==> src/hdl/sogi_pkg.sv <==
// Shared types, codes and the microcode table of the SOGI PLL sequencer.
package sogi_pkg;

    // Shared multiplier and accumulator widths
    localparam int OPW   = 33;
    localparam int PRODW = 2 * OPW;
    localparam int ACCW  = 50;

    // Sequencer
    localparam int STEP_W = 5;
    localparam logic [STEP_W-1:0] LAST_STEP = '1;

    // Configuration register indexes
    localparam int CFG_IDX_W = 4;
    localparam logic [CFG_IDX_W-1:0] REG_OSG_GAIN_B0  = 4'd0;
    localparam logic [CFG_IDX_W-1:0] REG_OSG_POLE_A1  = 4'd1;
    localparam logic [CFG_IDX_W-1:0] REG_OSG_POLE_A2  = 4'd2;
    localparam logic [CFG_IDX_W-1:0] REG_OSG_QUAD_B0  = 4'd3;
    localparam logic [CFG_IDX_W-1:0] REG_LOOP_B0      = 4'd4;
    localparam logic [CFG_IDX_W-1:0] REG_LOOP_B1      = 4'd5;
    localparam logic [CFG_IDX_W-1:0] REG_NOMINAL_FREQ = 4'd6;
    localparam logic [CFG_IDX_W-1:0] REG_SAMPLE_PER   = 4'd7;

    localparam logic [30:0] NOMINAL_FREQ_RST = 31'd3276800;
    localparam logic [31:0] SAMPLE_PER_RST   = 32'd214748;

    // 0.05 pu in Q2.29
    localparam logic signed [31:0] LOW_Q_LIMIT = 32'sd26843546;

    // Multiplier operand A selects
    localparam logic [3:0] A_B0   = 4'd0;
    localparam logic [3:0] A_A1   = 4'd1;
    localparam logic [3:0] A_A2   = 4'd2;
    localparam logic [3:0] A_QB0  = 4'd3;
    localparam logic [3:0] A_LB0  = 4'd4;
    localparam logic [3:0] A_LB1  = 4'd5;
    localparam logic [3:0] A_NOM  = 4'd6;
    localparam logic [3:0] A_PER  = 4'd7;
    localparam logic [3:0] A_K172 = 4'd8;
    localparam logic [3:0] A_ONE  = 4'd9;
    localparam logic [3:0] A_COS  = 4'd10;
    localparam logic [3:0] A_SIN  = 4'd11;
    localparam logic [3:0] A_HB   = 4'd12;
    localparam logic [3:0] A_TX   = 4'd13;

    // Multiplier operand B selects
    localparam logic [4:0] B_XDIFF = 5'd0;
    localparam logic [4:0] B_XSUM  = 5'd1;
    localparam logic [4:0] B_IH0   = 5'd2;
    localparam logic [4:0] B_IH1   = 5'd3;
    localparam logic [4:0] B_QH0   = 5'd4;
    localparam logic [4:0] B_QH1   = 5'd5;
    localparam logic [4:0] B_IP    = 5'd6;
    localparam logic [4:0] B_QD    = 5'd7;
    localparam logic [4:0] B_QV    = 5'd8;
    localparam logic [4:0] B_PQ    = 5'd9;
    localparam logic [4:0] B_INTEG = 5'd10;
    localparam logic [4:0] B_F32   = 5'd11;
    localparam logic [4:0] B_PHASE = 5'd12;
    localparam logic [4:0] B_ONE   = 5'd13;
    localparam logic [4:0] B_X2    = 5'd14;
    localparam logic [4:0] B_TX    = 5'd15;

    // Product scaling (arithmetic right shift)
    localparam logic [2:0] SH_0  = 3'd0;
    localparam logic [2:0] SH_14 = 3'd1;
    localparam logic [2:0] SH_16 = 3'd2;
    localparam logic [2:0] SH_29 = 3'd3;
    localparam logic [2:0] SH_30 = 3'd4;
    localparam logic [2:0] SH_34 = 3'd5;

    // Accumulator base
    localparam logic [1:0] BASE_ZERO = 2'd0;
    localparam logic [1:0] BASE_ACC  = 2'd1;
    localparam logic [1:0] BASE_K    = 2'd2;

    // Constant base selects
    localparam logic [2:0] K_C0   = 3'd0;
    localparam logic [2:0] K_C1   = 3'd1;
    localparam logic [2:0] K_C2   = 3'd2;
    localparam logic [2:0] K_C3   = 3'd3;
    localparam logic [2:0] K_HALF = 3'd4;

    // Writeback targets
    localparam logic [3:0] WB_NONE  = 4'd0;
    localparam logic [3:0] WB_IP    = 4'd1;
    localparam logic [3:0] WB_QD    = 4'd2;
    localparam logic [3:0] WB_QV    = 4'd3;
    localparam logic [3:0] WB_DV    = 4'd4;
    localparam logic [3:0] WB_INTEG = 4'd5;
    localparam logic [3:0] WB_F32   = 4'd6;
    localparam logic [3:0] WB_PHASE = 4'd7;
    localparam logic [3:0] WB_X2    = 4'd8;
    localparam logic [3:0] WB_HB    = 4'd9;
    localparam logic [3:0] WB_TRIG  = 4'd10;

    typedef struct packed {
        logic [3:0] a_sel;
        logic [4:0] b_sel;
        logic [2:0] sh;
        logic [1:0] base;
        logic       neg;
        logic [2:0] k_sel;
        logic [3:0] wb;
        logic       trig_cos;
    } uop_t;

    typedef struct packed {
        logic [3:0]      wb;
        logic            trig_cos;
        logic [ACCW-1:0] acc;
        logic [31:0]     sat;
    } alu_res_t;

    typedef struct packed {
        logic              accept;
        logic              finish;
        logic              busy;
        logic [STEP_W-1:0] step;
    } seq_stat_t;

    localparam uop_t UOP_NOP = '{
        a_sel: A_ONE, b_sel: B_ONE, sh: SH_0, base: BASE_ACC, neg: 1'b0,
        k_sel: K_C0, wb: WB_NONE, trig_cos: 1'b0
    };

    function automatic uop_t mk_uop(
        input logic [3:0] a,
        input logic [4:0] b,
        input logic [2:0] sh,
        input logic [1:0] base,
        input logic       neg,
        input logic [2:0] k,
        input logic [3:0] wb,
        input logic       tc
    );
        uop_t u;
        u.a_sel    = a;
        u.b_sel    = b;
        u.sh       = sh;
        u.base     = base;
        u.neg      = neg;
        u.k_sel    = k;
        u.wb       = wb;
        u.trig_cos = tc;
        return u;
    endfunction

    // One multiply issued per step; its result retires in the next step.
    // Sine and cosine polynomial chains interleave to hide the retire delay.
    function automatic uop_t uop_rom(input logic [STEP_W-1:0] step);
        uop_t u;
        unique case (step)
            // in-phase biquad
            5'd0:  u = mk_uop(A_B0,   B_XDIFF, SH_14, BASE_ZERO, 1'b0, K_C0, WB_NONE,  1'b0);
            5'd1:  u = mk_uop(A_A1,   B_IH0,   SH_29, BASE_ACC,  1'b0, K_C0, WB_NONE,  1'b0);
            5'd2:  u = mk_uop(A_A2,   B_IH1,   SH_29, BASE_ACC,  1'b0, K_C0, WB_IP,    1'b0);
            // quadrature biquad
            5'd3:  u = mk_uop(A_QB0,  B_XSUM,  SH_14, BASE_ZERO, 1'b0, K_C0, WB_NONE,  1'b0);
            5'd4:  u = mk_uop(A_A1,   B_QH0,   SH_29, BASE_ACC,  1'b0, K_C0, WB_NONE,  1'b0);
            5'd5:  u = mk_uop(A_A2,   B_QH1,   SH_29, BASE_ACC,  1'b0, K_C0, WB_QD,    1'b0);
            // Park rotation
            5'd6:  u = mk_uop(A_COS,  B_IP,    SH_14, BASE_ZERO, 1'b0, K_C0, WB_NONE,  1'b0);
            5'd7:  u = mk_uop(A_SIN,  B_QD,    SH_14, BASE_ACC,  1'b0, K_C0, WB_QV,    1'b0);
            5'd8:  u = mk_uop(A_COS,  B_QD,    SH_14, BASE_ZERO, 1'b0, K_C0, WB_NONE,  1'b0);
            5'd9:  u = mk_uop(A_SIN,  B_IP,    SH_14, BASE_ACC,  1'b1, K_C0, WB_DV,    1'b0);
            // loop filter
            5'd10: u = mk_uop(A_ONE,  B_INTEG, SH_0,  BASE_ZERO, 1'b0, K_C0, WB_NONE,  1'b0);
            5'd11: u = mk_uop(A_LB0,  B_QV,    SH_34, BASE_ACC,  1'b0, K_C0, WB_NONE,  1'b0);
            5'd12: u = mk_uop(A_LB1,  B_PQ,    SH_34, BASE_ACC,  1'b0, K_C0, WB_INTEG, 1'b0);
            // frequency and phase
            5'd13: u = mk_uop(A_NOM,  B_ONE,   SH_0,  BASE_ZERO, 1'b0, K_C0, WB_NONE,  1'b0);
            5'd14: u = mk_uop(A_ONE,  B_INTEG, SH_0,  BASE_ACC,  1'b0, K_C0, WB_F32,   1'b0);
            5'd15: u = mk_uop(A_ONE,  B_PHASE, SH_0,  BASE_ZERO, 1'b0, K_C0, WB_NONE,  1'b0);
            5'd16: u = mk_uop(A_PER,  B_F32,   SH_16, BASE_ACC,  1'b0, K_C0, WB_PHASE, 1'b0);
            // quarter-wave polynomial, sine then cosine in each pair
            5'd18: u = mk_uop(A_TX,   B_TX,    SH_30, BASE_ZERO, 1'b0, K_C0, WB_X2,    1'b0);
            5'd19: u = mk_uop(A_TX,   B_TX,    SH_30, BASE_ZERO, 1'b0, K_C0, WB_X2,    1'b1);
            5'd20: u = mk_uop(A_K172, B_X2,    SH_30, BASE_K,    1'b1, K_C0, WB_HB,    1'b0);
            5'd21: u = mk_uop(A_K172, B_X2,    SH_30, BASE_K,    1'b1, K_C0, WB_HB,    1'b1);
            5'd22: u = mk_uop(A_HB,   B_X2,    SH_30, BASE_K,    1'b1, K_C1, WB_HB,    1'b0);
            5'd23: u = mk_uop(A_HB,   B_X2,    SH_30, BASE_K,    1'b1, K_C1, WB_HB,    1'b1);
            5'd24: u = mk_uop(A_HB,   B_X2,    SH_30, BASE_K,    1'b1, K_C2, WB_HB,    1'b0);
            5'd25: u = mk_uop(A_HB,   B_X2,    SH_30, BASE_K,    1'b1, K_C2, WB_HB,    1'b1);
            5'd26: u = mk_uop(A_HB,   B_X2,    SH_30, BASE_K,    1'b1, K_C3, WB_HB,    1'b0);
            5'd27: u = mk_uop(A_HB,   B_X2,    SH_30, BASE_K,    1'b1, K_C3, WB_HB,    1'b1);
            5'd28: u = mk_uop(A_HB,   B_TX,    SH_30, BASE_K,    1'b0, K_HALF, WB_TRIG, 1'b0);
            5'd29: u = mk_uop(A_HB,   B_TX,    SH_30, BASE_K,    1'b0, K_HALF, WB_TRIG, 1'b1);
            default: u = UOP_NOP;
        endcase
        return u;
    endfunction

endpackage

==> src/hdl/sogi_seq.sv <==
// Step sequencer: input handshake, step counter and microcode fetch.
module sogi_seq import sogi_pkg::*;
(
    input  logic      clk,
    input  logic      rst_n,
    input  logic      in_valid,
    input  logic      out_free,
    output logic      in_stall,
    output uop_t      uop,
    output seq_stat_t stat
);

    logic              busy_reg;
    logic              busy_next;
    logic [STEP_W-1:0] step_reg;
    logic [STEP_W-1:0] step_next;
    logic              finish;
    logic              accept;

    // last step holds until the output register can take the item
    assign finish   = busy_reg && (step_reg == LAST_STEP) && out_free;
    assign in_stall = busy_reg && !finish;
    assign accept   = in_valid && !in_stall;

    always_comb
    begin
        busy_next = busy_reg;
        step_next = step_reg;
        if (accept)
        begin
            busy_next = 1'b1;
            step_next = '0;
        end
        else if (finish)
        begin
            busy_next = 1'b0;
        end
        else if (busy_reg && (step_reg != LAST_STEP))
        begin
            step_next = step_reg + STEP_W'(1);
        end
    end

    always_ff @(posedge clk or negedge rst_n)
    begin
        if (!rst_n)
        begin
            busy_reg <= 1'b0;
            step_reg <= '0;
        end
        else
        begin
            busy_reg <= busy_next;
            step_reg <= step_next;
        end
    end

    assign uop         = busy_reg ? uop_rom(step_reg) : UOP_NOP;
    assign stat.accept = accept;
    assign stat.finish = finish;
    assign stat.busy   = busy_reg;
    assign stat.step   = step_reg;

endmodule

==> config.mk <==
export PLATFORM = sky130hd
export DESIGN_NAME = sogi_seq
export DESIGN_NICKNAME = d
export VERILOG_FILES = /design/src/hdl/sogi_pkg.sv /design/src/hdl/sogi_seq.sv
export SDC_FILE = /design/constraint.sdc
export NUM_CORES = 1
export LEC_CHECK = 0
export BUFFER_PORTS_ARGS = -buffer_cell sky130_fd_sc_hd__buf_2
export CAP_MARGIN = 20
export CORE_MARGIN = 10
export CORE_UTILIZATION = 55
export CTS_CLUSTER_DIAMETER = 30
export DETAILED_ROUTE_END_ITERATION = 6
export PLACE_DENSITY_LB_ADDON = 0.1
export REMOVE_ABC_BUFFERS = 1
export SLEW_MARGIN = 20
export SYNTH_ARGS = -nofsm -noshare
export SYNTH_HDL_FRONTEND = slang
export SYNTH_SLANG_ARGS = --single-unit
==> constraint.sdc <==
create_clock -name clk -period 4.49 [get_ports clk]
set_input_delay 0.449 -clock clk [delete_from_list [all_inputs] [get_ports clk]]
set_output_delay 0.449 -clock clk [all_outputs]
set_load 0.02 [all_outputs]
; ---- Yosys cells after proc, flatten, opt, wreduce, memory -nomap -nowiden
; Memories as Yosys holds them, arrays and structs flattened.
; Cells that the tools add are included.
[word_totals]
ram_bits = 0
in_bits = 4
mem_count = 1
ff_bits = 6
romBits = 704
latchBits = 0
[classes]
muxes = 6
n_mul = 0
n_lt_le_gt_ge = 0
n_shift = 0
n_bitwise = 0
n_eq_ne = 3
n_addsub = 1
n_reduce_logical = 10
div_mod_pow = 0
[memory_table]
columns = memory, depth, width, rd, rd_ports_with_merged_regs, wr, line
row1 = (no name shown), 32, 22, 1, 0, 0, sogi_pkg.sv:153  ; unique case (step)
[ops]
columns = op, count
row1 = $mux 23, 1
row2 = $mux 5, 3
row3 = $add 5x1->5 const B, 1
row4 = $eq 5x5->1 const B, 1
row5 = $logic_and 1x1->1, 5
row6 = $ne 5x5->1 const B, 1
row7 = $reduce_bool 2->1, 2
row8 = $logic_not 1->1, 2
row9 = $mux 1, 2
row10 = $ne 2x1->1 const B, 1
row11 = $reduce_and 2->1, 1

; ---- Logic depth before layout (Yosys ltp)
[depth]
word_depth = 9
depth_mapped = 7
mapped_depth_nobuf = 6

; ---- Worst setup path before layout
; OpenSTA, ideal clock, no wires.
[synth_timing]
path_type = flip-flop to output port
startpoint = reg step_reg[0]
endpoint = out stat[7] (netlist name)
setup_slack_ns = 2.126
arrival_ns = 1.915
n_path_buf = 2
stages_incl_launch_ff = 8
cell_sequence = dfrtp_1 > ha_1 > and2_1 > ha_1 > buf_2 > a21oi_1 > nor2b_1 > buf_4
[synth_between]
elab_chain_len = 7
[synth_lines]
columns = item, line
row1 = "start, declared", sogi_seq.sv:15  ; logic [STEP_W-1:0] step_reg;
row2 = "start signal, assigned", sogi_seq.sv:54  ; step_reg <= step_next;
row3 = $eq 5x5->1, sogi_seq.sv:21  ; assign finish = busy_reg && (step_reg == LAST_STEP) && out_free;
row4 = $logic_and 1x1->1 (2 in a row), sogi_seq.sv:21
row5 = $logic_not 1->1, sogi_seq.sv:22  ; assign in_stall = busy_reg && !finish;
row6 = $logic_and 1x1->1, sogi_seq.sv:22
row7 = named net in_stall, sogi_seq.sv:8  ; output logic in_stall,
row8 = $logic_not 1->1, sogi_seq.sv:23  ; assign accept = in_valid && !in_stall;
row9 = $logic_and 1x1->1, sogi_seq.sv:23
row10 = "end, declared", sogi_seq.sv:10  ; output seq_stat_t stat
; The timed path passes the listed nets, and every way through them passes these cells.

==> impl_results.md <==
- Status: finished clean
- CP Capture Type: output port
- Count of nets after finishing: roughly 180
- Crit path launch type: flip-flop
- FMAX: about 0.34 GHz
- Synth Flop Type: dfrtp_1
- Die Ht: 64.8 µm
- Netlist Area Pre-Place: about 0.0011 mm²
- # Post-CTS Setup Buffers: 0
- All-Layer GR Usage: 15.0%
- DRC violations left: 0
- Chip width: ~65 µm
- # clock sinks: 6
- Syn avg cell area: roughly 7.4 µm²
- Utilization after layout: a little over three fifths
- Distinct cells, synth: 48
- Ys async rst share: 100%
- Post-synth EDFFs: 0
- Critical Path Fanout Max: 35
- # resized after CTS: 0
- CP required: between 4 and 5 ns
- H-tree levels: 1
- I/O Buffers: 34
- WP data arrival: ~2.5 ns
- Final Slew Violations: 0
- Setup Viol. Count Final: 0
- Initial antenna violation count: 0
- Hold Crit Class: in -> async
- Vias in the first global route: about 1.2k
- Detailed-route via count: 1176
- Initial Util: between 50% and 60%
- Layout Skew: around 0.0018 ns
- CTS root buf: clkbuf_4
- DR iter-0 viols: 57
- Crit Path Category: reg -> out
- Slew @ Worst Pin: between 0.9 and 1 ns
- Via density per instance: around 6.0
- Die area: about 0.0042 mm²
- Largest register FFs: 5
- Post-detail-place hpwl: roughly 2200 µm
- FF+latch count, synth: 6
- Final Hold Viols: 0
- Yosys warnings: 0
- Max-cap violations: 0
- DRT Wirelength: ~3100 µm
- Final worst path period share: approximately 66%
- CTS tree: built
- Placement Cell Area: around 0.0012 mm²
- Layout area overhead: 11.0%
- Worst-path clk slew: 0.04 ns
- First-pass GRT wire length: 5480 µm
- Bufs on Longest Clock Path: 2
- I/O pin count: 36
- Core Rows: 16
- Min Tclk post-route: between 2 and 3 ns
- Layout cell share with drive strength beyond 1: about a quarter
- GPL Wtd Cong: ~0.86
- Routed len/inst: 15.9 µm
- Fin area: about 0.0012 mm²
- RSZ-0062 raised after global routing: no
- Setup TNS: 0 ns
- Core Footprint: slightly below 0.002 mm²
- # hold bufs at CTS: 0
- Drt pass-1 iters: 4
- Post-Synthesis Cells: between 100 and 150
- Num CTS Buffers: 3
- Routed Antenna Nets: 0
- Seq/Total Area, Yosys: 13.6%
- Pin count of the biggest net entering global routing: 38
- Diode count: 0
- GR Overflow Total: 0
- Slew HR: 33.6%
- Clk Latency, worst-skew pair: roughly 0.24 ns
[kinds of logic (layout without fill, tap and decap cells)]
group	after synthesis	count (layout)	synth area share, %
xor+xnor	2	2	1.59
compound gates	46	46	31.2
other cells	1	1	0.340
flops	6	6	13.6
simple gates	55	55	27.0
buf+inv	26	45	12.4
fa+ha+maj	9	9	10.2
mux	4	4	3.63
[cells in the final DEF (no fill, tap or decap), types with 2 or more instances in the layout]
cell type  Yosys  final
nor2_1         9      9
a31oi_1        2      2
nand2_1        7      7
nand3_1        4      4
o21bai_1       3      3
a211oi_1       2      2
inv_1          7      7
and3_1         8      8
o211a_1        2      2
nand2b_1       7      7
dfrtp_1        6      5
clkbuf_4       0      3
a21oi_1        5      5
buf_2          7     34
mux2i_1        4      4
nor3_1         4      4
a32oi_1        3      3
o221ai_1       2      2
nor2b_1        7      7
a21o_1         2      2
a22o_1         4      4
or2_2          2      2
and2_1         2      2
o211ai_1       2      2
o21ai_0        6      6
nor3b_1        2      2
ha_1           9      9
[per-stage QoR]
step | cells | setup WS (ns) | hold slack (ns)
2_1_floorplan | 131 | 1.86 | 0.153
3_3_place_gp | 192 | 1.84 | 0.271
3_5_place_dp | 192 | 1.74 | 0.276
4_1_cts | 195 | 1.51 | 0.0286
5_1_grt | 195 | 1.28 | 0.0317
6_report | 195 | 1.52 | 0.0254
[synth_stat cells, types with 3 or more instances]
cell      n  area [µm²]
ha_1      9         113
mux2i_1   4        40.0
nor2b_1   7        43.8
nor3_1    4        20.0
nand2b_1  7        43.8
o21bai_1  3        22.5
a22o_1    4        35.0
nand3_1   4        20.0
clkbuf_1  3        11.3
buf_2     7        35.0
o21ai_0   6        30.0
dfrtp_1   6         150
a21oi_1   5        25.0
nor2_1    9        33.8
a32oi_1   3        26.3
and3_1    8        50.1
nand2_1   7        26.3
buf_4     8        60.1
inv_1     7        26.3
[worst max-delay path, stage by stage, from the launching register on]
cell and delay [ns]:
dfrtp_1 0.99, inv_1 0.35, ha_1 0.38, nor2b_1 0.19, a41oi_1 0.06, nor2_1 0.12
buf_2 0.17
[layout make-up]
type	instances	area [µm²]
Multi-Input combinational cell	117	816
Fill cell	191	718
Timing Repair Buffer	34	170
Sequential cell	6	151
Tap cell	27	33.8
Inverter	8	30.0
Clock buffer	3	22.5
[final timing paths]
| check | start | endpoint | slack, ns | depth (start not counted) |
|---|---|---|---|---|
| min in group clk | in_valid | busy_reg | 0.46 | 2 |
| max reg2reg | step_reg[2] | step_reg[3] | 2.07 | 6 |
| max | step_reg[2] | uop[8] | 1.52 | 6 |
| max in group asynchronous | rst_n | step_reg[3] | 4.31 | 1 |
| min | rst_n | step_reg[4] | 0.03 | 1 |
| min reg2reg | step_reg[0] | step_reg[0] | 0.85 | 1 |
[metal layers]
layer | vias to the layer above | global-route usage (%) | routed length [µm]
li1 | 581 | - | -
met1 | 560 | 19.9 | 1460
met2 | 35 | 23.6 | 1420
met3 | 0 | 3.78 | 221
met4 | 0 | 3.21 | 0
met5 | - | 0 | 0
Power is not shown: default switching activity piles up to over one toggle a cycle in this logic, so the estimate is an artifact.
