`config.mk`:
```
export PLATFORM = sky130hd
export DESIGN_NAME = sogi_alu
export DESIGN_NICKNAME = d
export VERILOG_FILES = /design/src/hdl/sogi_pkg.sv /design/src/hdl/sogi_alu.sv
export SDC_FILE = /design/constraint.sdc
export NUM_CORES = 2
export LEC_CHECK = 0
export BUFFER_PORTS_ARGS = -buffer_cell sky130_fd_sc_hd__buf_2
export CORE_MARGIN = 5
export CORE_UTILIZATION = 35
export CTS_BUF_LIST = sky130_fd_sc_hd__clkbuf_4 sky130_fd_sc_hd__clkbuf_8 sky130_fd_sc_hd__clkbuf_16
export DETAILED_ROUTE_END_ITERATION = 8
export GPL_ROUTABILITY_DRIVEN = 0
export SYNTH_ARGS = -nofsm -noshare
export SYNTH_HDL_FRONTEND = slang
export SYNTH_SLANG_ARGS = --single-unit
```
`constraint.sdc`:
```
create_clock -name clk -period 9.5 [get_ports clk]
set_clock_uncertainty 0.05 [all_clocks]
set_input_delay 1.9 -clock clk [delete_from_list [all_inputs] [get_ports clk]]
set_output_delay 1.9 -clock clk [all_outputs]
set_load 0.05 [all_outputs]
```
`src/hdl/sogi_pkg.sv`:
```
// Shared types, codes and the microcode table of the SOGI PLL sequencer.
package sogi_pkg;

    // Shared multiplier and accumulator widths
    localparam int OPW   = 33;
    localparam int PRODW = 2 * OPW;
    localparam int ACCW  = 50;

    // Sequencer
    localparam int STEP_W = 5;
    localparam logic [STEP_W-1:0] LAST_STEP = '1;

    // Configuration register indexes
    localparam int CFG_IDX_W = 4;
    localparam logic [CFG_IDX_W-1:0] REG_OSG_GAIN_B0  = 4'd0;
    localparam logic [CFG_IDX_W-1:0] REG_OSG_POLE_A1  = 4'd1;
    localparam logic [CFG_IDX_W-1:0] REG_OSG_POLE_A2  = 4'd2;
    localparam logic [CFG_IDX_W-1:0] REG_OSG_QUAD_B0  = 4'd3;
    localparam logic [CFG_IDX_W-1:0] REG_LOOP_B0      = 4'd4;
    localparam logic [CFG_IDX_W-1:0] REG_LOOP_B1      = 4'd5;
    localparam logic [CFG_IDX_W-1:0] REG_NOMINAL_FREQ = 4'd6;
    localparam logic [CFG_IDX_W-1:0] REG_SAMPLE_PER   = 4'd7;

    localparam logic [30:0] NOMINAL_FREQ_RST = 31'd3276800;
    localparam logic [31:0] SAMPLE_PER_RST   = 32'd214748;

    // 0.05 pu in Q2.29
    localparam logic signed [31:0] LOW_Q_LIMIT = 32'sd26843546;

    // Multiplier operand A selects
    localparam logic [3:0] A_B0   = 4'd0;
    localparam logic [3:0] A_A1   = 4'd1;
    localparam logic [3:0] A_A2   = 4'd2;
    localparam logic [3:0] A_QB0  = 4'd3;
    localparam logic [3:0] A_LB0  = 4'd4;
    localparam logic [3:0] A_LB1  = 4'd5;
    localparam logic [3:0] A_NOM  = 4'd6;
    localparam logic [3:0] A_PER  = 4'd7;
    localparam logic [3:0] A_K172 = 4'd8;
    localparam logic [3:0] A_ONE  = 4'd9;
    localparam logic [3:0] A_COS  = 4'd10;
    localparam logic [3:0] A_SIN  = 4'd11;
    localparam logic [3:0] A_HB   = 4'd12;
    localparam logic [3:0] A_TX   = 4'd13;

    // Multiplier operand B selects
    localparam logic [4:0] B_XDIFF = 5'd0;
    localparam logic [4:0] B_XSUM  = 5'd1;
    localparam logic [4:0] B_IH0   = 5'd2;
    localparam logic [4:0] B_IH1   = 5'd3;
    localparam logic [4:0] B_QH0   = 5'd4;
    localparam logic [4:0] B_QH1   = 5'd5;
    localparam logic [4:0] B_IP    = 5'd6;
    localparam logic [4:0] B_QD    = 5'd7;
    localparam logic [4:0] B_QV    = 5'd8;
    localparam logic [4:0] B_PQ    = 5'd9;
    localparam logic [4:0] B_INTEG = 5'd10;
    localparam logic [4:0] B_F32   = 5'd11;
    localparam logic [4:0] B_PHASE = 5'd12;
    localparam logic [4:0] B_ONE   = 5'd13;
    localparam logic [4:0] B_X2    = 5'd14;
    localparam logic [4:0] B_TX    = 5'd15;

    // Product scaling (arithmetic right shift)
    localparam logic [2:0] SH_0  = 3'd0;
    localparam logic [2:0] SH_14 = 3'd1;
    localparam logic [2:0] SH_16 = 3'd2;
    localparam logic [2:0] SH_29 = 3'd3;
    localparam logic [2:0] SH_30 = 3'd4;
    localparam logic [2:0] SH_34 = 3'd5;

    // Accumulator base
    localparam logic [1:0] BASE_ZERO = 2'd0;
    localparam logic [1:0] BASE_ACC  = 2'd1;
    localparam logic [1:0] BASE_K    = 2'd2;

    // Constant base selects
    localparam logic [2:0] K_C0   = 3'd0;
    localparam logic [2:0] K_C1   = 3'd1;
    localparam logic [2:0] K_C2   = 3'd2;
    localparam logic [2:0] K_C3   = 3'd3;
    localparam logic [2:0] K_HALF = 3'd4;

    // Writeback targets
    localparam logic [3:0] WB_NONE  = 4'd0;
    localparam logic [3:0] WB_IP    = 4'd1;
    localparam logic [3:0] WB_QD    = 4'd2;
    localparam logic [3:0] WB_QV    = 4'd3;
    localparam logic [3:0] WB_DV    = 4'd4;
    localparam logic [3:0] WB_INTEG = 4'd5;
    localparam logic [3:0] WB_F32   = 4'd6;
    localparam logic [3:0] WB_PHASE = 4'd7;
    localparam logic [3:0] WB_X2    = 4'd8;
    localparam logic [3:0] WB_HB    = 4'd9;
    localparam logic [3:0] WB_TRIG  = 4'd10;

    typedef struct packed {
        logic [3:0] a_sel;
        logic [4:0] b_sel;
        logic [2:0] sh;
        logic [1:0] base;
        logic       neg;
        logic [2:0] k_sel;
        logic [3:0] wb;
        logic       trig_cos;
    } uop_t;

    typedef struct packed {
        logic [3:0]      wb;
        logic            trig_cos;
        logic [ACCW-1:0] acc;
        logic [31:0]     sat;
    } alu_res_t;

    typedef struct packed {
        logic              accept;
        logic              finish;
        logic              busy;
        logic [STEP_W-1:0] step;
    } seq_stat_t;

    localparam uop_t UOP_NOP = '{
        a_sel: A_ONE, b_sel: B_ONE, sh: SH_0, base: BASE_ACC, neg: 1'b0,
        k_sel: K_C0, wb: WB_NONE, trig_cos: 1'b0
    };

    function automatic uop_t mk_uop(
        input logic [3:0] a,
        input logic [4:0] b,
        input logic [2:0] sh,
        input logic [1:0] base,
        input logic       neg,
        input logic [2:0] k,
        input logic [3:0] wb,
        input logic       tc
    );
        uop_t u;
        u.a_sel    = a;
        u.b_sel    = b;
        u.sh       = sh;
        u.base     = base;
        u.neg      = neg;
        u.k_sel    = k;
        u.wb       = wb;
        u.trig_cos = tc;
        return u;
    endfunction

    // One multiply issued per step; its result retires in the next step.
    // Sine and cosine polynomial chains interleave to hide the retire delay.
    function automatic uop_t uop_rom(input logic [STEP_W-1:0] step);
        uop_t u;
        unique case (step)
            // in-phase biquad
            5'd0:  u = mk_uop(A_B0,   B_XDIFF, SH_14, BASE_ZERO, 1'b0, K_C0, WB_NONE,  1'b0);
            5'd1:  u = mk_uop(A_A1,   B_IH0,   SH_29, BASE_ACC,  1'b0, K_C0, WB_NONE,  1'b0);
            5'd2:  u = mk_uop(A_A2,   B_IH1,   SH_29, BASE_ACC,  1'b0, K_C0, WB_IP,    1'b0);
            // quadrature biquad
            5'd3:  u = mk_uop(A_QB0,  B_XSUM,  SH_14, BASE_ZERO, 1'b0, K_C0, WB_NONE,  1'b0);
            5'd4:  u = mk_uop(A_A1,   B_QH0,   SH_29, BASE_ACC,  1'b0, K_C0, WB_NONE,  1'b0);
            5'd5:  u = mk_uop(A_A2,   B_QH1,   SH_29, BASE_ACC,  1'b0, K_C0, WB_QD,    1'b0);
            // Park rotation
            5'd6:  u = mk_uop(A_COS,  B_IP,    SH_14, BASE_ZERO, 1'b0, K_C0, WB_NONE,  1'b0);
            5'd7:  u = mk_uop(A_SIN,  B_QD,    SH_14, BASE_ACC,  1'b0, K_C0, WB_QV,    1'b0);
            5'd8:  u = mk_uop(A_COS,  B_QD,    SH_14, BASE_ZERO, 1'b0, K_C0, WB_NONE,  1'b0);
            5'd9:  u = mk_uop(A_SIN,  B_IP,    SH_14, BASE_ACC,  1'b1, K_C0, WB_DV,    1'b0);
            // loop filter
            5'd10: u = mk_uop(A_ONE,  B_INTEG, SH_0,  BASE_ZERO, 1'b0, K_C0, WB_NONE,  1'b0);
            5'd11: u = mk_uop(A_LB0,  B_QV,    SH_34, BASE_ACC,  1'b0, K_C0, WB_NONE,  1'b0);
            5'd12: u = mk_uop(A_LB1,  B_PQ,    SH_34, BASE_ACC,  1'b0, K_C0, WB_INTEG, 1'b0);
            // frequency and phase
            5'd13: u = mk_uop(A_NOM,  B_ONE,   SH_0,  BASE_ZERO, 1'b0, K_C0, WB_NONE,  1'b0);
            5'd14: u = mk_uop(A_ONE,  B_INTEG, SH_0,  BASE_ACC,  1'b0, K_C0, WB_F32,   1'b0);
            5'd15: u = mk_uop(A_ONE,  B_PHASE, SH_0,  BASE_ZERO, 1'b0, K_C0, WB_NONE,  1'b0);
            5'd16: u = mk_uop(A_PER,  B_F32,   SH_16, BASE_ACC,  1'b0, K_C0, WB_PHASE, 1'b0);
            // quarter-wave polynomial, sine then cosine in each pair
            5'd18: u = mk_uop(A_TX,   B_TX,    SH_30, BASE_ZERO, 1'b0, K_C0, WB_X2,    1'b0);
            5'd19: u = mk_uop(A_TX,   B_TX,    SH_30, BASE_ZERO, 1'b0, K_C0, WB_X2,    1'b1);
            5'd20: u = mk_uop(A_K172, B_X2,    SH_30, BASE_K,    1'b1, K_C0, WB_HB,    1'b0);
            5'd21: u = mk_uop(A_K172, B_X2,    SH_30, BASE_K,    1'b1, K_C0, WB_HB,    1'b1);
            5'd22: u = mk_uop(A_HB,   B_X2,    SH_30, BASE_K,    1'b1, K_C1, WB_HB,    1'b0);
            5'd23: u = mk_uop(A_HB,   B_X2,    SH_30, BASE_K,    1'b1, K_C1, WB_HB,    1'b1);
            5'd24: u = mk_uop(A_HB,   B_X2,    SH_30, BASE_K,    1'b1, K_C2, WB_HB,    1'b0);
            5'd25: u = mk_uop(A_HB,   B_X2,    SH_30, BASE_K,    1'b1, K_C2, WB_HB,    1'b1);
            5'd26: u = mk_uop(A_HB,   B_X2,    SH_30, BASE_K,    1'b1, K_C3, WB_HB,    1'b0);
            5'd27: u = mk_uop(A_HB,   B_X2,    SH_30, BASE_K,    1'b1, K_C3, WB_HB,    1'b1);
            5'd28: u = mk_uop(A_HB,   B_TX,    SH_30, BASE_K,    1'b0, K_HALF, WB_TRIG, 1'b0);
            5'd29: u = mk_uop(A_HB,   B_TX,    SH_30, BASE_K,    1'b0, K_HALF, WB_TRIG, 1'b1);
            default: u = UOP_NOP;
        endcase
        return u;
    endfunction

endpackage

```
`src/hdl/sogi_alu.sv`:
```
// Shared 33x33 multiplier with scaling shift, accumulator and 32-bit saturation.
module sogi_alu import sogi_pkg::*;
(
    input  logic                   clk,
    input  logic                   rst_n,
    input  logic signed [OPW-1:0]  op_a,
    input  logic signed [OPW-1:0]  op_b,
    input  uop_t                   uop,
    output alu_res_t               res
);

    logic signed [PRODW-1:0] prod_reg;
    uop_t                    rop_reg;
    logic signed [ACCW-1:0]  acc_reg;
    logic signed [ACCW-1:0]  acc_next;
    logic signed [PRODW-1:0] shifted;
    logic signed [ACCW-1:0]  term;
    logic signed [ACCW-1:0]  base;
    logic [ACCW-32:0]        hi;

    function automatic logic signed [ACCW-1:0] k_value(input logic [2:0] k);
        logic signed [ACCW-1:0] v;
        case (k)
            K_C0:    v = ACCW'(5026995);
            K_C1:    v = ACCW'(85569306);
            K_C2:    v = ACCW'(693598668);
            K_C3:    v = ACCW'(1686629713);
            K_HALF:  v = ACCW'(32768);
            default: v = '0;
        endcase
        return v;
    endfunction

    // control follows the product into the retire stage
    always_ff @(posedge clk or negedge rst_n)
    begin
        if (!rst_n)
        begin
            rop_reg <= UOP_NOP;
        end
        else
        begin
            rop_reg <= uop;
        end
    end

    always_ff @(posedge clk)
    begin
        prod_reg <= op_a * op_b;
        acc_reg  <= acc_next;
    end

    always_comb
    begin
        case (rop_reg.sh)
            SH_14:   shifted = prod_reg >>> 14;
            SH_16:   shifted = prod_reg >>> 16;
            SH_29:   shifted = prod_reg >>> 29;
            SH_30:   shifted = prod_reg >>> 30;
            SH_34:   shifted = prod_reg >>> 34;
            default: shifted = prod_reg;
        endcase
        term = shifted[ACCW-1:0];

        case (rop_reg.base)
            BASE_ACC: base = acc_reg;
            BASE_K:   base = k_value(rop_reg.k_sel);
            default:  base = '0;
        endcase

        acc_next = rop_reg.neg ? (base - term) : (base + term);
        hi       = acc_next[ACCW-1:31];
    end

    assign res.wb       = rop_reg.wb;
    assign res.trig_cos = rop_reg.trig_cos;
    assign res.acc      = acc_next;
    assign res.sat      = ((&hi) || !(|hi)) ? acc_next[31:0]
                        : (acc_next[ACCW-1] ? 32'h8000_0000 : 32'h7FFF_FFFF);

endmodule

```
# --- After elaboration in Yosys (flattened, before gate mapping) ---
# Cells that the tools add are included.
totals:
  output_inout_bits: 87
  inputBits: 91
  reg_bits: 130
  wordCells: 33
op_classes:
  n_mul: 1
  n_addsub: 2
  n_mux: 6
  eq_ne: 11
  reduce_logical: 5
op_table:
  columns: ["op", "count"]
  rows:
  - ["$pmux 50 s5", 1]
  - ["$pmux 31 s5", 1]
  - ["$pmux 50 s2", 1]
  - ["$mul 33x33->66", 1]
  - ["$mux 32", 2]
  - ["$add 50x50->50", 1]
  - ["$mux 50", 1]
  - ["$sub 50x50->50", 1]
  - ["$reduce_and 19->1", 1]
  - ["$reduce_or 19->1", 1]
  - ["$eq 3x2->1 const B", 4]
  - ["$eq 3x3->1 const B", 3]
  - ["$eq 3x1->1 const B", 2]
  - ["$logic_not 3->1", 1]
  - ["$eq 2x1->1 const B", 1]
  - ["$eq 2x2->1 const B", 1]
  - ["$logic_not 1->1", 1]
  - ["$logic_or 1x1->1", 1]

# --- Longest topological paths before layout ---
depth:
  word_depth: 9
  mapped_depth: 31
  depth_no_buf: 29

# --- Least setup slack after synthesis ---
# Ideal clock, no wire load.
synth_path:
  kind: "reg-to-output"
  from: "register rop_reg[13] (netlist name)"
  to: "output res[3] (netlist name)"
  setup_slack_ns: 0.273
  t_arrival_ns: 7.277
  stages_incl_launch_ff: 24
  required_time_ns: 7.550
  path_cell_list: "dfrtp_1 -> buf_4 -> buf_6 -> or4b_1 -> o31a_1 -> o211ai_2 -> nand2_1 -> or3_1 -> nor3_1 -> and4_1 -> buf_2 -> a31oi_1 -> xor2_1 -> ha_1 -> clkbuf_1 -> nand4_1 -> or3_1 -> a2111oi_2 -> nor2_1 -> xnor2_1 -> nand4_1 -> nor4b_1 -> a41oi_2 -> o31ai_1"
synth_lines:
  columns: ["element", "line", "rtl"]
  rows:
  - ["start: declaration", "sogi_alu.sv:13", "uop_t rop_reg;"]
  - ["start signal: assignment", "sogi_alu.sv:43", "rop_reg <= uop;"]
  - ["end: declaration", "sogi_alu.sv:9", "output alu_res_t res"]

# --- Worst setup path after layout ---
layout_path:
  from: "input op_a[23]"
  to: "register prod_reg[64]"
layout_between:
  elab_chain_cells: 1
layout_lines:
  columns: ["element", "line", "rtl"]
  rows:
  - ["start: declaration", "sogi_alu.sv:6", "input logic signed [OPW-1:0] op_a,"]
  - ["$mul 33x33->66", "sogi_alu.sv:49", "prod_reg <= op_a * op_b;"]
  - ["end signal: assignment", "sogi_alu.sv:49", null]
  - ["end: declaration", "sogi_alu.sv:12", "logic signed [PRODW-1:0] prod_reg;"]
# No other way between the ends.

==> summary.txt <==
CTS
  • Worst skew pair latency: 0.45 ns
  • Root buffer cell: clkbuf_16
  • H-tree depth: 4
  • CTS tree: built
  • Worst-path clk slew: 0.06 ns
  • Clk buf depth: 2
  • Sinks on Clock Net: 130
  • TritonCTS Buffers: 17

Routing
  • Drt wl/cell: 18.1 um
  • Post-DR vias/cell: 4.95
  • DR vias: 37700
  • Drt total wl: 138000 um
  • Drc violations: 0
  • Initial DRC Count: 2367
  • Post-route ant nets: 0
  • 1st-pass router iterations: 5

Cells and area
  • Max reg flops: 66
  • Finished Layout Cells: 7605
  • Area Growth Syn to Fin: 11.3%
  • Share of post-route cells with drive strength above 1: 10.4%
  • Commonest non-fill, non-tap cells in the layout: 1190 x inv_1, 1145 x fa_1, 621 x nand2_1
  • Nets@finish: 7216
  • Most common cell after layout, fill and taps aside: inv_1
  • Post-Layout Inst Area: 54600 um^2

Worst setup path
  • CP arrival: 9.52 ns
  • Worst EP required: 9.77 ns
  • R2R cell count: 21
  • Reg-to-Reg End: acc_reg[49]
  • CP max FO: 21
  • CP Launch Type: input pin
  • Reg2Reg Setup Slack: 3.50 ns
  • CP endpoint kind: register
  • Reg-to-Reg Start: rop_reg[13]
  • CP Class: in -> reg

Yosys
  • Mapped Cells: 5504
  • Post-synthesis register bit count: 130
  • Cell Area, Synth: 49100 um^2
  • Top cell type's share of synthesized area: 46.8%
  • Post-Syn Area per Cell: 8.91 um^2
  • Synth area leaders: fa_1 47%, inv_1 9.1%, and2_1 7.5%
  • EDFF count, synth: 0
  • Cell taking the most area after synthesis: fa_1
  • Synth cell types: 96
  • Ys flop type: dfxtp_1
  • Sequential-to-total area share from yosys stat: 5.45%
  • Syn Nets: 7010
  • Synth warnings: 0
  • Async SR Flop Fraction: 10.8%

Placement
  • Port bufs: 168
  • Placement Cell Area: 53700 um^2
  • Inst Count DP: 7562
  • Detailed Place HPWL: 121000 um

Floorplanning
  • Die ar.: 148000 um^2
  • IO Pins: 178
  • Die width: 384 um
  • Initial core utilization: 35.2%
  • Core region area: 139000 um^2
  • Placement Rows: 137
  • Die Height: 384 um

GRT
  • Total GRT Usage: 18.9%
  • Grt ovf: 0
  • Number of global-route vias before repair: 40400
  • Initial antenna violation count: 9
  • Pin count of the biggest net entering global routing: 51
  • First-pass GRT wire length: 222000 um

Timing
  • Final Cycle Share: 97.4%
  • Worst-Margin Slew: 0.834 ns
  • Tmin final: 9.25 ns
  • Final Max Tran Viols: 0
  • Final number of setup-violating endpoints: 0
  • Fmax: 108 MHz
  • Final hold violations: 0
  • Max_slew headroom: 44.4%

Run status
  • Status: complete, no violations

Min path
  • Worst Hold Class: reg -> reg
  • Hold wc startpoint: acc_reg[48]
  • Hold depth: 3
  • Hold Path End: acc_reg[48]

Run
  • Maxcap violations: 0
## through the flow
step | hold WS, ns | util, % | worst slack, ns | TNS, ns
2_1_floorplan | 0.851 | - | 0.273 | 0
3_3_place_gp | 0.744 | 38.6 | -0.226 | -1.19
3_5_place_dp | 0.748 | 38.6 | -0.251 | -1.51
4_1_cts | 0.760 | 39.0 | 0.0175 | 0
5_1_grt | 0.809 | 39.2 | -0.0194 | -0.0194
6_report | 0.766 | 39.2 | 0.250 | 0
## logic make-up after synthesis
| logic type | Yosys count | synth area share (%) |
|---|---|---|
| simple gates | 1595 | 16.5 |
| buf+inv | 1502 | 11.8 |
| fa+ha+maj | 1415 | 53.6 |
| compound gates | 656 | 8.70 |
| xor+xnor | 164 | 2.98 |
| flops | 130 | 5.45 |
| mux | 42 | 0.898 |
## cell usage after synthesis, types with 39 or more instances
master,count
nand2_1,621
inv_1,1190
fa_1,1146
dfxtp_1,116
ha_1,269
o21ai_0,86
and2_1,587
a21o_1,62
xnor2_1,95
nor2_1,142
a21oi_1,203
xor2_1,67
clkbuf_1,250
o21ai_1,39
nand2b_1,46
## critical path, cell delays in order
cell      delay [ns]
buf_2           0.39
buf_4           0.37
and2_1          0.19
fa_1            0.42
fa_1            0.50
inv_1           0.07
fa_1            0.53
inv_1           0.06
fa_1            0.51
fa_1            0.57
fa_1            0.43
fa_1            0.49
inv_1           0.05
fa_1            0.53
inv_1           0.06
ha_1            0.29
a21o_1          0.20
a21o_1          0.17
a21oi_1         0.22
o21ai_1         0.09
a21oi_1         0.20
o21ai_0         0.11
a21oi_1         0.26
a21oi_1         0.18
a311oi_1        0.41
o21ai_0         0.16
xor2_1          0.15
## cell type report
class	count	area (um^2)
inverter	1193	4480
antenna	6	15.0
sequential	130	2690
tap	1876	2350
timing repair buffer	496	3720
clock inverter	14	171
clock buffer	18	450
fill	14000	84800
multi-input combinational	3872	40700
## worst max-delay path by stage
stage | from | to | slack, ns
5_1_grt | rop_reg[11] | res[3] | -0.02
3_3_place_gp | op_b[0] | prod_reg[58] | -0.23
2_1_floorplan | rop_reg[13] | res[3] | 0.27
3_5_place_dp | op_b[0] | prod_reg[64] | -0.25
6_report | op_a[23] | prod_reg[64] | 0.25
4_1_cts | rop_reg[11] | res[3] | 0.02
## what timing repair did
| item | CTS | global route |
|---|---|---|
| setup buffers | 0 | 5 |
| resized for setup | 0 | 46 |
| endpoints found under the setup margin | 0 | 39 |
| hold buffers | 0 | 0 |
## per-layer routing
layer  part of all wire [%]  routed length, um  up-vias  GRT usage [%]
li1                       -                  -    17000              -
met1                     44              60800    19200           25.8
met2                     46              63000     1247           30.8
met3                    7.6              10400      224           3.71
met4                    2.6               3630       10           4.65
met5                  0.054                 75        -              0
Power is left out: the tool's default activity adds up to more than one toggle a clock period on the data nets, which glitch-free logic cannot reach.
